**src/design/nwva_pkg.sv**
```systemverilog
// Package for the windowed sample mean and range check unit.
// Holds widths, reset values, register indexes, shared structs and the back-end state type.
// No dependencies.
package nwva_pkg;

    localparam int SAMPLE_W      = 13;
    localparam int CFG_W         = 13;
    localparam int ALLOWED_W     = 4;
    localparam int OUT_CNT_W     = 4;
    localparam int OUT_CNT_MAX   = 15;
    localparam int STEP_W        = $clog2(SAMPLE_W);
    localparam int DEPTH_DEFAULT = 8;

    localparam logic [SAMPLE_W-1:0]  LOWER_RESET   = SAMPLE_W'(108);
    localparam logic [SAMPLE_W-1:0]  UPPER_RESET   = SAMPLE_W'(4460);
    localparam logic [ALLOWED_W-1:0] ALLOWED_RESET = ALLOWED_W'(1);
    localparam logic [SAMPLE_W-1:0]  START_RESET   = '0;

    typedef enum logic [1:0] {
        REG_LOWER_LIMIT,
        REG_UPPER_LIMIT,
        REG_ALLOWED_INVALID,
        REG_START_VALUE
    } cfg_reg_t;

    typedef struct packed {
        logic [SAMPLE_W-1:0]  lower_limit_mv;
        logic [SAMPLE_W-1:0]  upper_limit_mv;
        logic [ALLOWED_W-1:0] allowed_invalid;
        logic [SAMPLE_W-1:0]  start_value_mv;
    } cfg_t;

    typedef struct packed {
        logic [SAMPLE_W-1:0] sample_mv;
        logic                valid;
    } item_t;

    typedef enum logic [2:0] {
        S_IDLE,
        S_WALK,
        S_TALLY,
        S_PREP,
        S_DIVIDE,
        S_DONE
    } back_state_t;

endpackage

```
**src/design/nwva_front.sv**
```systemverilog
// Front end: configuration registers and range classification of incoming samples.
// Depends on nwva_pkg; feeds nwva_queue and hands the configuration to nwva_back.
module nwva_front
    import nwva_pkg::*;
(
    input  logic                clk,
    input  logic                rst_n,
    input  logic                cfg_we,
    input  logic [1:0]          cfg_index,
    input  logic [CFG_W-1:0]    cfg_wdata,
    input  logic                push,
    input  logic [SAMPLE_W-1:0] sample_mv,
    input  logic                q_full,
    output logic                full,
    output logic                q_push,
    output item_t               q_item,
    output cfg_t                cfg
);

    cfg_t cfg_reg;

    always_ff @(posedge clk or negedge rst_n)
    begin
        if (!rst_n)
        begin
            cfg_reg.lower_limit_mv  <= LOWER_RESET;
            cfg_reg.upper_limit_mv  <= UPPER_RESET;
            cfg_reg.allowed_invalid <= ALLOWED_RESET;
            cfg_reg.start_value_mv  <= START_RESET;
        end
        else if (cfg_we)
        begin
            unique case (cfg_reg_t'(cfg_index))
                REG_LOWER_LIMIT:     cfg_reg.lower_limit_mv  <= cfg_wdata[SAMPLE_W-1:0];
                REG_UPPER_LIMIT:     cfg_reg.upper_limit_mv  <= cfg_wdata[SAMPLE_W-1:0];
                REG_ALLOWED_INVALID: cfg_reg.allowed_invalid <= cfg_wdata[ALLOWED_W-1:0];
                REG_START_VALUE:     cfg_reg.start_value_mv  <= cfg_wdata[SAMPLE_W-1:0];
                default:             cfg_reg <= cfg_reg;
            endcase
        end
    end

    assign cfg              = cfg_reg;
    assign full             = q_full;
    assign q_push           = push && !q_full;
    assign q_item.sample_mv = sample_mv;
    assign q_item.valid     = !((sample_mv < cfg_reg.lower_limit_mv) ||
                                (sample_mv > cfg_reg.upper_limit_mv));

endmodule

```
**src/design/nwva_queue.sv**
```systemverilog
// Two-entry queue of classified samples between the front end and the back end.
// Depends on nwva_pkg for the item type.
module nwva_queue
    import nwva_pkg::*;
(
    input  logic  clk,
    input  logic  rst_n,
    input  logic  q_push,
    input  item_t q_item,
    input  logic  q_pop,
    output logic  q_full,
    output logic  q_empty,
    output item_t q_head
);

    item_t      slot_reg [2];
    logic       rd_ptr_reg;
    logic       wr_ptr_reg;
    logic [1:0] count_reg;

    always_ff @(posedge clk)
    begin
        if (q_push)
        begin
            slot_reg[wr_ptr_reg] <= q_item;
        end
    end

    always_ff @(posedge clk or negedge rst_n)
    begin
        if (!rst_n)
        begin
            rd_ptr_reg <= 1'b0;
            wr_ptr_reg <= 1'b0;
            count_reg  <= 2'd0;
        end
        else
        begin
            if (q_push)
            begin
                wr_ptr_reg <= !wr_ptr_reg;
            end
            if (q_pop)
            begin
                rd_ptr_reg <= !rd_ptr_reg;
            end
            if (q_push && !q_pop)
            begin
                count_reg <= count_reg + 2'd1;
            end
            else if (q_pop && !q_push)
            begin
                count_reg <= count_reg - 2'd1;
            end
        end
    end

    assign q_full  = (count_reg == 2'd2);
    assign q_empty = (count_reg == 2'd0);
    assign q_head  = slot_reg[rd_ptr_reg];

    a_count_bound: assert property (@(posedge clk) disable iff (!rst_n)
        count_reg != 2'd3)
        else $error("queue count out of range");

    a_ptr_agree: assert property (@(posedge clk) disable iff (!rst_n)
        (count_reg == 2'd0 || count_reg == 2'd2) |-> (rd_ptr_reg == wr_ptr_reg))
        else $error("queue pointers disagree with count");

    a_no_push_full: assert property (@(posedge clk) disable iff (!rst_n)
        q_full |-> !q_push)
        else $error("push into full queue");

endmodule

```
**src/design/nwva_back.sv**
```systemverilog
// Back end: sample ring, walk over the ring for counts and sum, serial divider, result register.
// Depends on nwva_pkg; takes items from nwva_queue and configuration from nwva_front.
module nwva_back
    import nwva_pkg::*;
#(
    parameter int DEPTH = DEPTH_DEFAULT
)
(
    input  logic                 clk,
    input  logic                 rst_n,
    input  cfg_t                 cfg,
    input  logic                 q_empty,
    input  item_t                q_head,
    output logic                 q_pop,
    input  logic                 pop,
    output logic                 empty,
    output logic                 sample_valid,
    output logic [OUT_CNT_W-1:0] invalid_count,
    output logic                 too_many_invalid,
    output logic [OUT_CNT_W-1:0] used_count,
    output logic [SAMPLE_W-1:0]  mean_mv,
    output logic                 no_data
);

    localparam int IDX_W = $clog2(DEPTH);
    localparam int CNT_W = $clog2(DEPTH + 1);
    localparam int SUM_W = SAMPLE_W + CNT_W;

    logic [SAMPLE_W:0] ring_mem [DEPTH];
    logic [DEPTH-1:0]  written_reg, written_next;

    back_state_t       state_reg, state_next;
    logic [IDX_W-1:0]  wr_ptr_reg, wr_ptr_next;
    logic [IDX_W-1:0]  walk_idx_reg, walk_idx_next;
    logic              acc_vld_reg, acc_vld_next;
    logic [STEP_W-1:0] step_reg, step_next;
    logic              res_full_reg, res_full_next;

    logic [SAMPLE_W:0]   rd_data_reg;
    logic                rd_written_reg;
    logic                cur_valid_reg, cur_valid_next;
    logic [CNT_W-1:0]    inv_cnt_reg, inv_cnt_next;
    logic [CNT_W-1:0]    used_cnt_reg, used_cnt_next;
    logic [SUM_W-1:0]    sum_reg, sum_next;
    logic [CNT_W-1:0]    rem_reg, rem_next;
    logic [SAMPLE_W-1:0] dvd_reg, dvd_next;

    logic                 res_valid_reg, res_valid_next;
    logic [OUT_CNT_W-1:0] res_inv_reg, res_inv_next;
    logic                 res_many_reg, res_many_next;
    logic [OUT_CNT_W-1:0] res_used_reg, res_used_next;
    logic [SAMPLE_W-1:0]  res_mean_reg, res_mean_next;
    logic                 res_nodata_reg, res_nodata_next;

    logic                ring_we;
    logic                rd_en;
    logic [SAMPLE_W-1:0] ent_val;
    logic                ent_inv;
    logic [CNT_W:0]      trial;
    logic                res_load;

    function automatic logic [OUT_CNT_W-1:0] sat_cnt(input logic [CNT_W-1:0] n);
        logic [31:0] ext;
        ext = 32'(n);
        return (ext > 32'(OUT_CNT_MAX)) ? OUT_CNT_W'(OUT_CNT_MAX) : ext[OUT_CNT_W-1:0];
    endfunction

    always_ff @(posedge clk)
    begin
        if (ring_we)
        begin
            ring_mem[wr_ptr_reg] <= {!q_head.valid, q_head.sample_mv};
        end
        if (rd_en)
        begin
            rd_data_reg    <= ring_mem[walk_idx_reg];
            rd_written_reg <= written_reg[walk_idx_reg];
        end
    end

    assign ent_val = rd_written_reg ? rd_data_reg[SAMPLE_W-1:0] : '0;
    assign ent_inv = rd_written_reg && rd_data_reg[SAMPLE_W];
    assign trial   = {rem_reg, dvd_reg[SAMPLE_W-1]};

    always_comb
    begin
        state_next      = state_reg;
        wr_ptr_next     = wr_ptr_reg;
        walk_idx_next   = walk_idx_reg;
        acc_vld_next    = 1'b0;
        step_next       = step_reg;
        written_next    = written_reg;
        cur_valid_next  = cur_valid_reg;
        inv_cnt_next    = inv_cnt_reg;
        used_cnt_next   = used_cnt_reg;
        sum_next        = sum_reg;
        rem_next        = rem_reg;
        dvd_next        = dvd_reg;
        res_load        = 1'b0;
        q_pop           = 1'b0;
        ring_we         = 1'b0;
        rd_en           = 1'b0;

        if (acc_vld_reg)
        begin
            if (ent_inv)
            begin
                inv_cnt_next = inv_cnt_reg + CNT_W'(1);
            end
            else if (ent_val != cfg.start_value_mv)
            begin
                used_cnt_next = used_cnt_reg + CNT_W'(1);
                sum_next      = sum_reg + SUM_W'(ent_val);
            end
        end

        unique case (state_reg)
            S_IDLE:
            begin
                if (!q_empty)
                begin
                    q_pop                    = 1'b1;
                    ring_we                  = 1'b1;
                    written_next[wr_ptr_reg] = 1'b1;
                    cur_valid_next           = q_head.valid;
                    wr_ptr_next              = (wr_ptr_reg == IDX_W'(DEPTH - 1)) ?
                                               '0 : wr_ptr_reg + IDX_W'(1);
                    walk_idx_next            = '0;
                    inv_cnt_next             = '0;
                    used_cnt_next            = '0;
                    sum_next                 = '0;
                    state_next               = S_WALK;
                end
            end
            S_WALK:
            begin
                rd_en        = 1'b1;
                acc_vld_next = 1'b1;
                if (walk_idx_reg == IDX_W'(DEPTH - 1))
                begin
                    state_next = S_TALLY;
                end
                else
                begin
                    walk_idx_next = walk_idx_reg + IDX_W'(1);
                end
            end
            S_TALLY:
            begin
                state_next = S_PREP;
            end
            S_PREP:
            begin
                rem_next   = CNT_W'(sum_reg >> SAMPLE_W);
                dvd_next   = sum_reg[SAMPLE_W-1:0];
                step_next  = '0;
                state_next = S_DIVIDE;
            end
            S_DIVIDE:
            begin
                if ({1'b0, trial} >= {1'b0, 1'b0, used_cnt_reg})
                begin
                    rem_next = CNT_W'(trial - {1'b0, used_cnt_reg});
                    dvd_next = {dvd_reg[SAMPLE_W-2:0], 1'b1};
                end
                else
                begin
                    rem_next = trial[CNT_W-1:0];
                    dvd_next = {dvd_reg[SAMPLE_W-2:0], 1'b0};
                end
                if (step_reg == STEP_W'(SAMPLE_W - 1))
                begin
                    state_next = S_DONE;
                end
                else
                begin
                    step_next = step_reg + STEP_W'(1);
                end
            end
            S_DONE:
            begin
                if (!res_full_reg || pop)
                begin
                    res_load   = 1'b1;
                    state_next = S_IDLE;
                end
            end
            default:
            begin
                state_next = S_IDLE;
            end
        endcase

        res_valid_next  = cur_valid_reg;
        res_inv_next    = sat_cnt(inv_cnt_reg);
        res_many_next   = (32'(inv_cnt_reg) > 32'(cfg.allowed_invalid));
        res_used_next   = sat_cnt(used_cnt_reg);
        res_nodata_next = (used_cnt_reg == '0);
        res_mean_next   = (used_cnt_reg == '0) ? '0 : dvd_reg;

        res_full_next = res_full_reg;
        if (res_load)
        begin
            res_full_next = 1'b1;
        end
        else if (pop && res_full_reg)
        begin
            res_full_next = 1'b0;
        end
    end

    always_ff @(posedge clk or negedge rst_n)
    begin
        if (!rst_n)
        begin
            state_reg    <= S_IDLE;
            wr_ptr_reg   <= '0;
            walk_idx_reg <= '0;
            acc_vld_reg  <= 1'b0;
            step_reg     <= '0;
            written_reg  <= '0;
            res_full_reg <= 1'b0;
        end
        else
        begin
            state_reg    <= state_next;
            wr_ptr_reg   <= wr_ptr_next;
            walk_idx_reg <= walk_idx_next;
            acc_vld_reg  <= acc_vld_next;
            step_reg     <= step_next;
            written_reg  <= written_next;
            res_full_reg <= res_full_next;
        end
    end

    always_ff @(posedge clk)
    begin
        cur_valid_reg <= cur_valid_next;
        inv_cnt_reg   <= inv_cnt_next;
        used_cnt_reg  <= used_cnt_next;
        sum_reg       <= sum_next;
        rem_reg       <= rem_next;
        dvd_reg       <= dvd_next;
        if (res_load)
        begin
            res_valid_reg  <= res_valid_next;
            res_inv_reg    <= res_inv_next;
            res_many_reg   <= res_many_next;
            res_used_reg   <= res_used_next;
            res_mean_reg   <= res_mean_next;
            res_nodata_reg <= res_nodata_next;
        end
    end

    assign empty            = !res_full_reg;
    assign sample_valid     = res_valid_reg;
    assign invalid_count    = res_inv_reg;
    assign too_many_invalid = res_many_reg;
    assign used_count       = res_used_reg;
    assign mean_mv          = res_mean_reg;
    assign no_data          = res_nodata_reg;

    a_pop_nonempty: assert property (@(posedge clk) disable iff (!rst_n)
        q_pop |-> (!q_empty && state_reg == S_IDLE))
        else $error("queue popped while empty or busy");

    a_count_bound: assert property (@(posedge clk) disable iff (!rst_n)
        (state_reg == S_PREP) |->
        (32'(inv_cnt_reg) + 32'(used_cnt_reg) <= 32'(DEPTH)))
        else $error("ring tally exceeds depth");

    a_rem_bound: assert property (@(posedge clk) disable iff (!rst_n)
        (state_reg == S_DIVIDE && used_cnt_reg != '0) |-> (rem_reg < used_cnt_reg))
        else $error("divider remainder out of range");

    a_no_overwrite: assert property (@(posedge clk) disable iff (!rst_n)
        res_load |-> (!res_full_reg || pop))
        else $error("result overwritten before transfer");

endmodule

```
**src/design/ntc_window_validity_average_unit.sv**
```systemverilog
// Windowed sample mean with range validity check, top level.
// A new item is taken from the queue only once the last result is loaded; the pace is
// set by the walk over the sample ring (one entry a cycle) and the 13-step serial divider.
// Reset: asynchronous active low; ring reads as zero/valid; control and config regs reset.
// Depends on nwva_pkg, nwva_front, nwva_queue and nwva_back.
module ntc_window_validity_average_unit
    import nwva_pkg::*;
#(
    parameter int DEPTH = DEPTH_DEFAULT
)
(
    input  logic                 clk,
    input  logic                 rst_n,
    input  logic                 cfg_we,
    input  logic [1:0]           cfg_index,
    input  logic [CFG_W-1:0]     cfg_wdata,
    input  logic                 push,
    output logic                 full,
    input  logic [SAMPLE_W-1:0]  sample_mv,
    input  logic                 pop,
    output logic                 empty,
    output logic                 sample_valid,
    output logic [OUT_CNT_W-1:0] invalid_count,
    output logic                 too_many_invalid,
    output logic [OUT_CNT_W-1:0] used_count,
    output logic [SAMPLE_W-1:0]  mean_mv,
    output logic                 no_data
);

    cfg_t  cfg;
    item_t q_item;
    item_t q_head;
    logic  q_push;
    logic  q_pop;
    logic  q_full;
    logic  q_empty;

    nwva_front u_front (
        .clk       (clk),
        .rst_n     (rst_n),
        .cfg_we    (cfg_we),
        .cfg_index (cfg_index),
        .cfg_wdata (cfg_wdata),
        .push      (push),
        .sample_mv (sample_mv),
        .q_full    (q_full),
        .full      (full),
        .q_push    (q_push),
        .q_item    (q_item),
        .cfg       (cfg)
    );

    nwva_queue u_queue (
        .clk     (clk),
        .rst_n   (rst_n),
        .q_push  (q_push),
        .q_item  (q_item),
        .q_pop   (q_pop),
        .q_full  (q_full),
        .q_empty (q_empty),
        .q_head  (q_head)
    );

    nwva_back #(
        .DEPTH (DEPTH)
    ) u_back (
        .clk              (clk),
        .rst_n            (rst_n),
        .cfg              (cfg),
        .q_empty          (q_empty),
        .q_head           (q_head),
        .q_pop            (q_pop),
        .pop              (pop),
        .empty            (empty),
        .sample_valid     (sample_valid),
        .invalid_count    (invalid_count),
        .too_many_invalid (too_many_invalid),
        .used_count       (used_count),
        .mean_mv          (mean_mv),
        .no_data          (no_data)
    );

endmodule
```
**config.mk**
```make
export PLATFORM = sky130hd
export DESIGN_NAME = ntc_window_validity_average_unit
export DESIGN_NICKNAME = d
export VERILOG_FILES = /design/src/design/nwva_pkg.sv /design/src/design/nwva_front.sv /design/src/design/nwva_queue.sv /design/src/design/nwva_back.sv /design/src/design/ntc_window_validity_average_unit.sv
export SDC_FILE = /design/constraint.sdc
export NUM_CORES = 1
export LEC_CHECK = 0
export ABC_AREA = 1
export CORE_AREA = 2 2 218 220
export DETAILED_ROUTE_END_ITERATION = 16
export DIE_AREA = 0 0 220 222
export DONT_BUFFER_PORTS = 1
export GPL_ROUTABILITY_DRIVEN = 1
export PLACE_DENSITY_LB_ADDON = 0.1
export RECOVER_POWER = 50
export SLEW_MARGIN = 15
export SYNTH_ARGS = -nofsm -noshare
export SYNTH_HDL_FRONTEND = slang
export SYNTH_HIERARCHICAL = 1
export SYNTH_SLANG_ARGS = --single-unit
```
**constraint.sdc**
```tcl
create_clock -name clk -period 2 [get_ports clk]
set_input_delay 0.4 -clock clk [delete_from_list [all_inputs] [get_ports clk]]
set_output_delay 0.4 -clock clk [all_outputs]
set_load 0.005 [all_outputs]
```
Word-level counts from Yosys, hierarchy flattened
Memory sizes are Yosys's and may differ from the RTL's. A register that Yosys moved wholly into a read port is not among the register bits.
Cells that the tools add are included.
{"block": "word_totals", "ram_bits": 140, "wordCells": 145, "reg_bits": 138, "output_inout_bits": 26, "mem_count": 2}
{"block": "op_classes", "bitwise": 2, "magnitude_cmp": 7, "n_reduce_logical": 32, "muxes": 47, "eq_ne": 19, "addsub": 9}
{"memory": "u_back.ring_mem", "depth": 8, "word_bits": 14, "rd": 1, "rd_ports_with_merged_regs": 1, "wr": 1, "line": "nwva_back.sv:29", "source": "logic [SAMPLE_W:0] ring_mem [DEPTH];"}
{"memory": "u_queue.slot_reg", "depth": 2, "word_bits": 14, "rd": 1, "rd_ports_with_merged_regs": 0, "wr": 1, "line": "nwva_queue.sv:16", "source": "item_t slot_reg [2];"}
{"cell": "$mux 17", "count": 5}
{"cell": "$mux 4", "count": 11}
{"cell": "$pmux 13 s2", "count": 1}
{"cell": "$mux 3", "count": 7}
{"cell": "$pmux 3 s6", "count": 1}
{"cell": "$add 17x13->17", "count": 1}
{"cell": "$pmux 4 s2", "count": 2}
{"cell": "$mux 1", "count": 14}
{"cell": "$gt 13x13->1", "count": 1}
{"cell": "$lt 13x13->1", "count": 1}
{"cell": "$mux 13", "count": 1}
{"cell": "$ne 13x13->1", "count": 1}
{"cell": "$add 4x1->4 const B", "count": 3}
{"cell": "$eq 3x3->1 const B", "count": 4}
{"cell": "$reduce_and 2->1", "count": 6}
{"cell": "$logic_not 1->1", "count": 8}
{"cell": "$lt 3x4->1 const B", "count": 2}
{"cell": "$or 8x8->8", "count": 1}
{"cell": "$reduce_bool 2->1", "count": 4}
{"cell": "$add 3x1->3 const B", "count": 2}
{"cell": "$eq 2x2->1 const B", "count": 3}
{"cell": "$eq 3x2->1 const B", "count": 2}
{"cell": "$logic_and 1x1->1", "count": 6}
{"cell": "$ne 2x1->1 const B", "count": 3}
{"cell": "21 further kinds", "count": 26}

Logic depth before layout (Yosys ltp)
{"block": "depth", "ltp_word": 7, "depth_mapped": 16}

Modules after synthesis
The synthesis kept the hierarchy.
{"module": "nwva_back", "seq_area_each_um2": 6150.9, "n_inst": 1, "area_each_um2": 9958.3, "cells_each": 1012}
{"module": "nwva_front", "seq_area_each_um2": 1089.8, "n_inst": 1, "area_each_um2": 2568.7, "cells_each": 292}
{"module": "nwva_queue", "seq_area_each_um2": 940.9, "n_inst": 1, "area_each_um2": 1270.0, "cells_each": 69}

Least setup slack after synthesis
OpenSTA, ideal clock, no wires.
{"block": "synth_path", "kind": "register -> register", "from": "reg u_back.state_reg[0]", "to": "mem u_back/ring_mem[3][0] (netlist name), enable pin", "t_arrival_ps": 1705, "setup_ps": 385, "path_slack_ps": -90, "path_stages_with_launch": 6, "n_path_buf": 0, "path_cell_list": "dfrtp_1 > nor2_1 > nand2_1 > nor2_2 > nand2_1 > nor2_1"}
{"block": "synth_via", "elab_chain_cells": 4}
{"item": "start: declaration", "line": "nwva_back.sv:32", "source": "back_state_t state_reg, state_next;"}
{"item": "start signal: assignment", "line": "nwva_back.sv:226", "source": "state_reg <= state_next;"}
{"item": "$logic_not 3->1"}
{"item": "$mux 1"}
{"item": "via q_pop", "line": "ntc_window_validity_average_unit.sv:34", "source": "logic q_pop;"}
{"item": "$mux 1", "line": "nwva_back.sv:70", "source": "if (ring_we)"}
{"item": "$mux 1 (implied by the code)", "line": "nwva_back.sv:72", "source": "ring_mem[wr_ptr_reg] <= {!q_head.valid, q_head.sample_mv};"}
{"item": "end: declaration", "line": "nwva_back.sv:29"}
The timed path passes the listed nets, and every way through them passes these cells.

Worst setup path after layout
{"block": "layout_path", "from": "reg u_back.rd_written_reg", "to": "reg u_back.sum_reg[6]"}
{"block": "layout_via", "elab_chain_cells": 7, "word_cells_on_any_way": 9}
{"item": "start: declaration", "line": "nwva_back.sv:40", "source": "logic rd_written_reg;"}
{"item": "start signal: assignment", "line": "nwva_back.sv:77", "source": "rd_written_reg <= written_reg[walk_idx_reg];"}
{"item": "$mux 13", "line": "nwva_back.sv:81", "source": "assign ent_val = rd_written_reg ? rd_data_reg[SAMPLE_W-1:0] : '0;"}
{"item": "$add 17x13->17 / $ne 13x13->1 (equally long branches)", "line": "nwva_back.sv:113, nwva_back.sv:110"}
{"item": "$mux 17", "line": "nwva_back.sv:110", "source": "else if (ent_val != cfg.start_value_mv)"}
{"item": "$mux 17 *", "line": "nwva_back.sv:106", "source": "if (ent_inv)"}
{"item": "$mux 17 *", "line": "nwva_back.sv:104", "source": "if (acc_vld_reg)"}
{"item": "$mux 17", "line": "nwva_back.sv:120", "source": "if (!q_empty)"}
{"item": "$mux 17 *", "line": "nwva_back.sv:117", "source": "unique case (state_reg)"}
{"item": "via u_back.sum_next[6]", "line": "nwva_back.sv:44", "source": "logic [SUM_W-1:0] sum_reg, sum_next;"}
{"item": "end signal: assignment", "line": "nwva_back.sv:241", "source": "sum_reg <= sum_next;"}
{"item": "end: declaration", "line": "nwva_back.sv:44"}
The timed path passes the listed nets; every way through them passes the cells marked *.
A chain may end at the register's enable or synchronous reset.

==> metrics.cfg <==
[critical_path]
crit_fanout=7
worstPathCellList=nand2_2 -> buf_4 -> buf_4 -> buf_4 -> buf_4 -> nand2_1 -> nand2_1 -> nand3_2 -> nor2_4 -> nand2_4 -> clkbuf_16 -> nand3_1 -> nand2_1 -> nor2_1
path_depth=14
ff2ff_setup_slack_ns=0.02
worstRegToRegCells=14
worst-endpoint-required_ns=2.43
crit_family=simple AND/OR/NAND/NOR gates
r2r_end=u_back/sum_reg[6]
worst_r2r_startpoint=u_back/rd_written_reg
cpMostUsedCell=buf_4
cp_slowest_stage_delay_ns=0.50
crit_type=reg -> reg
worst-path-buf-inv=5
crit_path_end_kind=flip-flop
cp-start-kind=flip-flop
crit_arrival_ns=2.41
critical_path.slowest_cell=edfxtp_1

[power]
p_leak_nw=6.85
power_density_nw_per_um2=1530
ir_drop_mv=0.597
fin_total_pwr_mw=25.1

[timing]
drv_slew=0
period_needed_ns=1.98
tightestPinTransition_ns=1.08
whs_ns=0.0734
slew_headroom=0.278
fmax_ghz=0.506
setup_viol=0
rsz0062_at_grt=yes
finalHoldViolations=0
fin_setup_tns_ns=0
finClkSkew_ns=0.0203
period_share=0.988
fin_ws_ns=0.0245

[cts]
max-clock-path-buffers=3
cts.sinks=292
cts_tree=yes
cts_inserted_buffers=36
clkTransAtPathRegs_ns=0.05
insertion_delay_ns=0.56
htreeDepth=2
root_buffer=clkbuf_16

[synth]
synth.yosys.warnings=6
synthCells=1373
yosys.area.top_type=edfxtp_1
syn_area_per_cell_um2=10.0
syn-num-nets=1464
yosysUniqueCellTypes=43
syn_area_um2=13800
ys.flop_type=edfxtp_1
synth_top_area_frac=0.429
netlist_top_cells_count=254 x nand2_1, 197 x edfxtp_1, 190 x nor2_1
synthMostInstantiatedCell=nand2_1
ys_seq_area_frac=0.593
synth.area.top_cells=edfxtp_1 43%, dfrtp_1 11%, nand2_1 6.9%
synth_edf_count=197
async_flop_share=0.240
ys_seq_elements=292

[routing]
vias_per_cell=4.41
first_pass_iters=5
postRouteAntennaNets=0
drt_iter0_drc=427
drc=0
vias=9240
wl_per_cell_um=16.3
drt_wl_total_um=34100

[cells_and_area]
final_nets=1551
multi_input_area_um2=4730
drive_gt1_frac=0.166
syn_to_final_growth_pct=19.1
largest_register_ffs=112
fillCellCount=4735
regArea_um2=8180
final_cell_area_um2=16400

[global_routing]
grt_max_degree=71
grt_pass1_vias=9241
overflow=0
grt_usage=0.144
antenna_found_initial=1
grt_pass1_wl_um=53900

[place]
port_buffers=0
dpl-instance-area_um2=14900
dp_hpwl_um=23500
gp_congestion=0.792
post-place-ws_ns=-0.169

[worst_hold_path]
holdPathStages=2
hold_end=u_front/cfg[29]
min_from=cfg_wdata[12]
hold_path_class=in -> reg

[floorplanning]
die_width_um=220
die_h_um=222
ios=59
core_area_um2=46300
fp-row-count=79
initial_core_util=0.298
die-area_um2=48800

[run]
max_cap_viol_count=0

[status]
outcome=finished clean

-- power breakdown --
| part | internal, mW | switching, mW |
|---|---|---|
| registers | 8.57 | 0.856 |
| clock network | 3.80 | 2.60 |
| logic | 3.70 | 5.57 |
| total | 16.1 | 9.03 |
-- cells in the final DEF, fill, tap and decap left out, types with 9 or more instances in the layout --
| cell | netlist | layout |
|---|---|---|
| edfxtp_1 | 197 | 197 |
| nand4_1 | 10 | 10 |
| clkbuf_16 | 0 | 38 |
| inv_2 | 0 | 16 |
| o21ai_0 | 106 | 138 |
| buf_4 | 15 | 70 |
| a21oi_1 | 39 | 33 |
| inv_1 | 179 | 162 |
| dlygate4sd3_1 | 0 | 14 |
| nand2_1 | 254 | 227 |
| o21ai_1 | 9 | 9 |
| dfrtp_1 | 59 | 58 |
| ha_1 | 56 | 43 |
| a31oi_1 | 15 | 15 |
| nand3_1 | 45 | 41 |
| clkbuf_1 | 25 | 15 |
| dfxtp_1 | 25 | 25 |
| nand2_2 | 6 | 32 |
| ha_4 | 0 | 13 |
| nor2_1 | 190 | 186 |
| o22ai_1 | 14 | 14 |
| mux2_1 | 0 | 14 |
-- timing repair --
action                     in CTS  in global routing
hold endpoints to repair       96                  0
pin swaps                      17                 20
setup endpoints to repair      20                 24
buffers inserted                7                  2
resized for setup              30                 59
hold buffers                   15                  0
cloned                          0                  2
-- area by class of cell --
cell class,count,share of cell area
clock buffers,46,0.0584
diodes,1,0.000152
flip-flops and latches,292,0.498
repair buffers,107,0.0567
inverters,180,0.0413
well taps,607,0.0462
clock inverters,17,0.0112
multi-input cells,843,0.288
-- through the flow --
stage                util  instances
finish              0.355       2093
CTS                 0.355       2088
global placement    0.322       2003
global route        0.355       2093
detailed placement  0.322       2003
floorplan               -       1373
-- layer usage --
| metal | track usage | share of wire | wire length, um |
|---|---|---|---|
| met1 | 0.198 | 0.49 | 16600 |
| met5 | 0 | 0 | 0 |
| met2 | 0.225 | 0.45 | 15300 |
| met3 | 0.0288 | 0.038 | 1310 |
| met4 | 0.0487 | 0.026 | 896 |
-- cell families after synthesis --
logic type	synth area share
flip-flops	0.593
AO/OA/AOI/OAI	0.0955
AND/OR/NAND/NOR	0.159
XOR/XNOR	0.00825
buffers and inverters	0.0770
adder cells (fa/ha/maj)	0.0537
multiplexers	0.0139
-- worst register-to-register path: stages (launching register included) --
cell and delay, ns:
edfxtp_1 0.50, nand2_2 0.10, buf_4 0.14, buf_4 0.12, buf_4 0.12, buf_4 0.12
nand2_1 0.05, nand2_1 0.06, nand3_2 0.09, nor2_4 0.05, nand2_4 0.16, clkbuf_16 0.19
nand3_1 0.08, nand2_1 0.07, nor2_1 0.04
-- worst max-delay path by stage --
stage                           from                     to  slack (ns)
3_3_place_gp   u_back/rd_written_reg     u_back/sum_reg[15]       -0.11
3_5_place_dp   u_back/rd_written_reg     u_back/sum_reg[15]       -0.17
2_1_floorplan    u_back/state_reg[0]  u_back/ring_mem[3][0]       -0.09
5_1_grt        u_back/rd_written_reg     u_back/sum_reg[15]       -0.15
4_1_cts        u_back/rd_written_reg      u_back/sum_reg[6]       -0.04
6_report       u_back/rd_written_reg      u_back/sum_reg[6]        0.02
No activity file was read; power rests on OpenSTA's default activity.
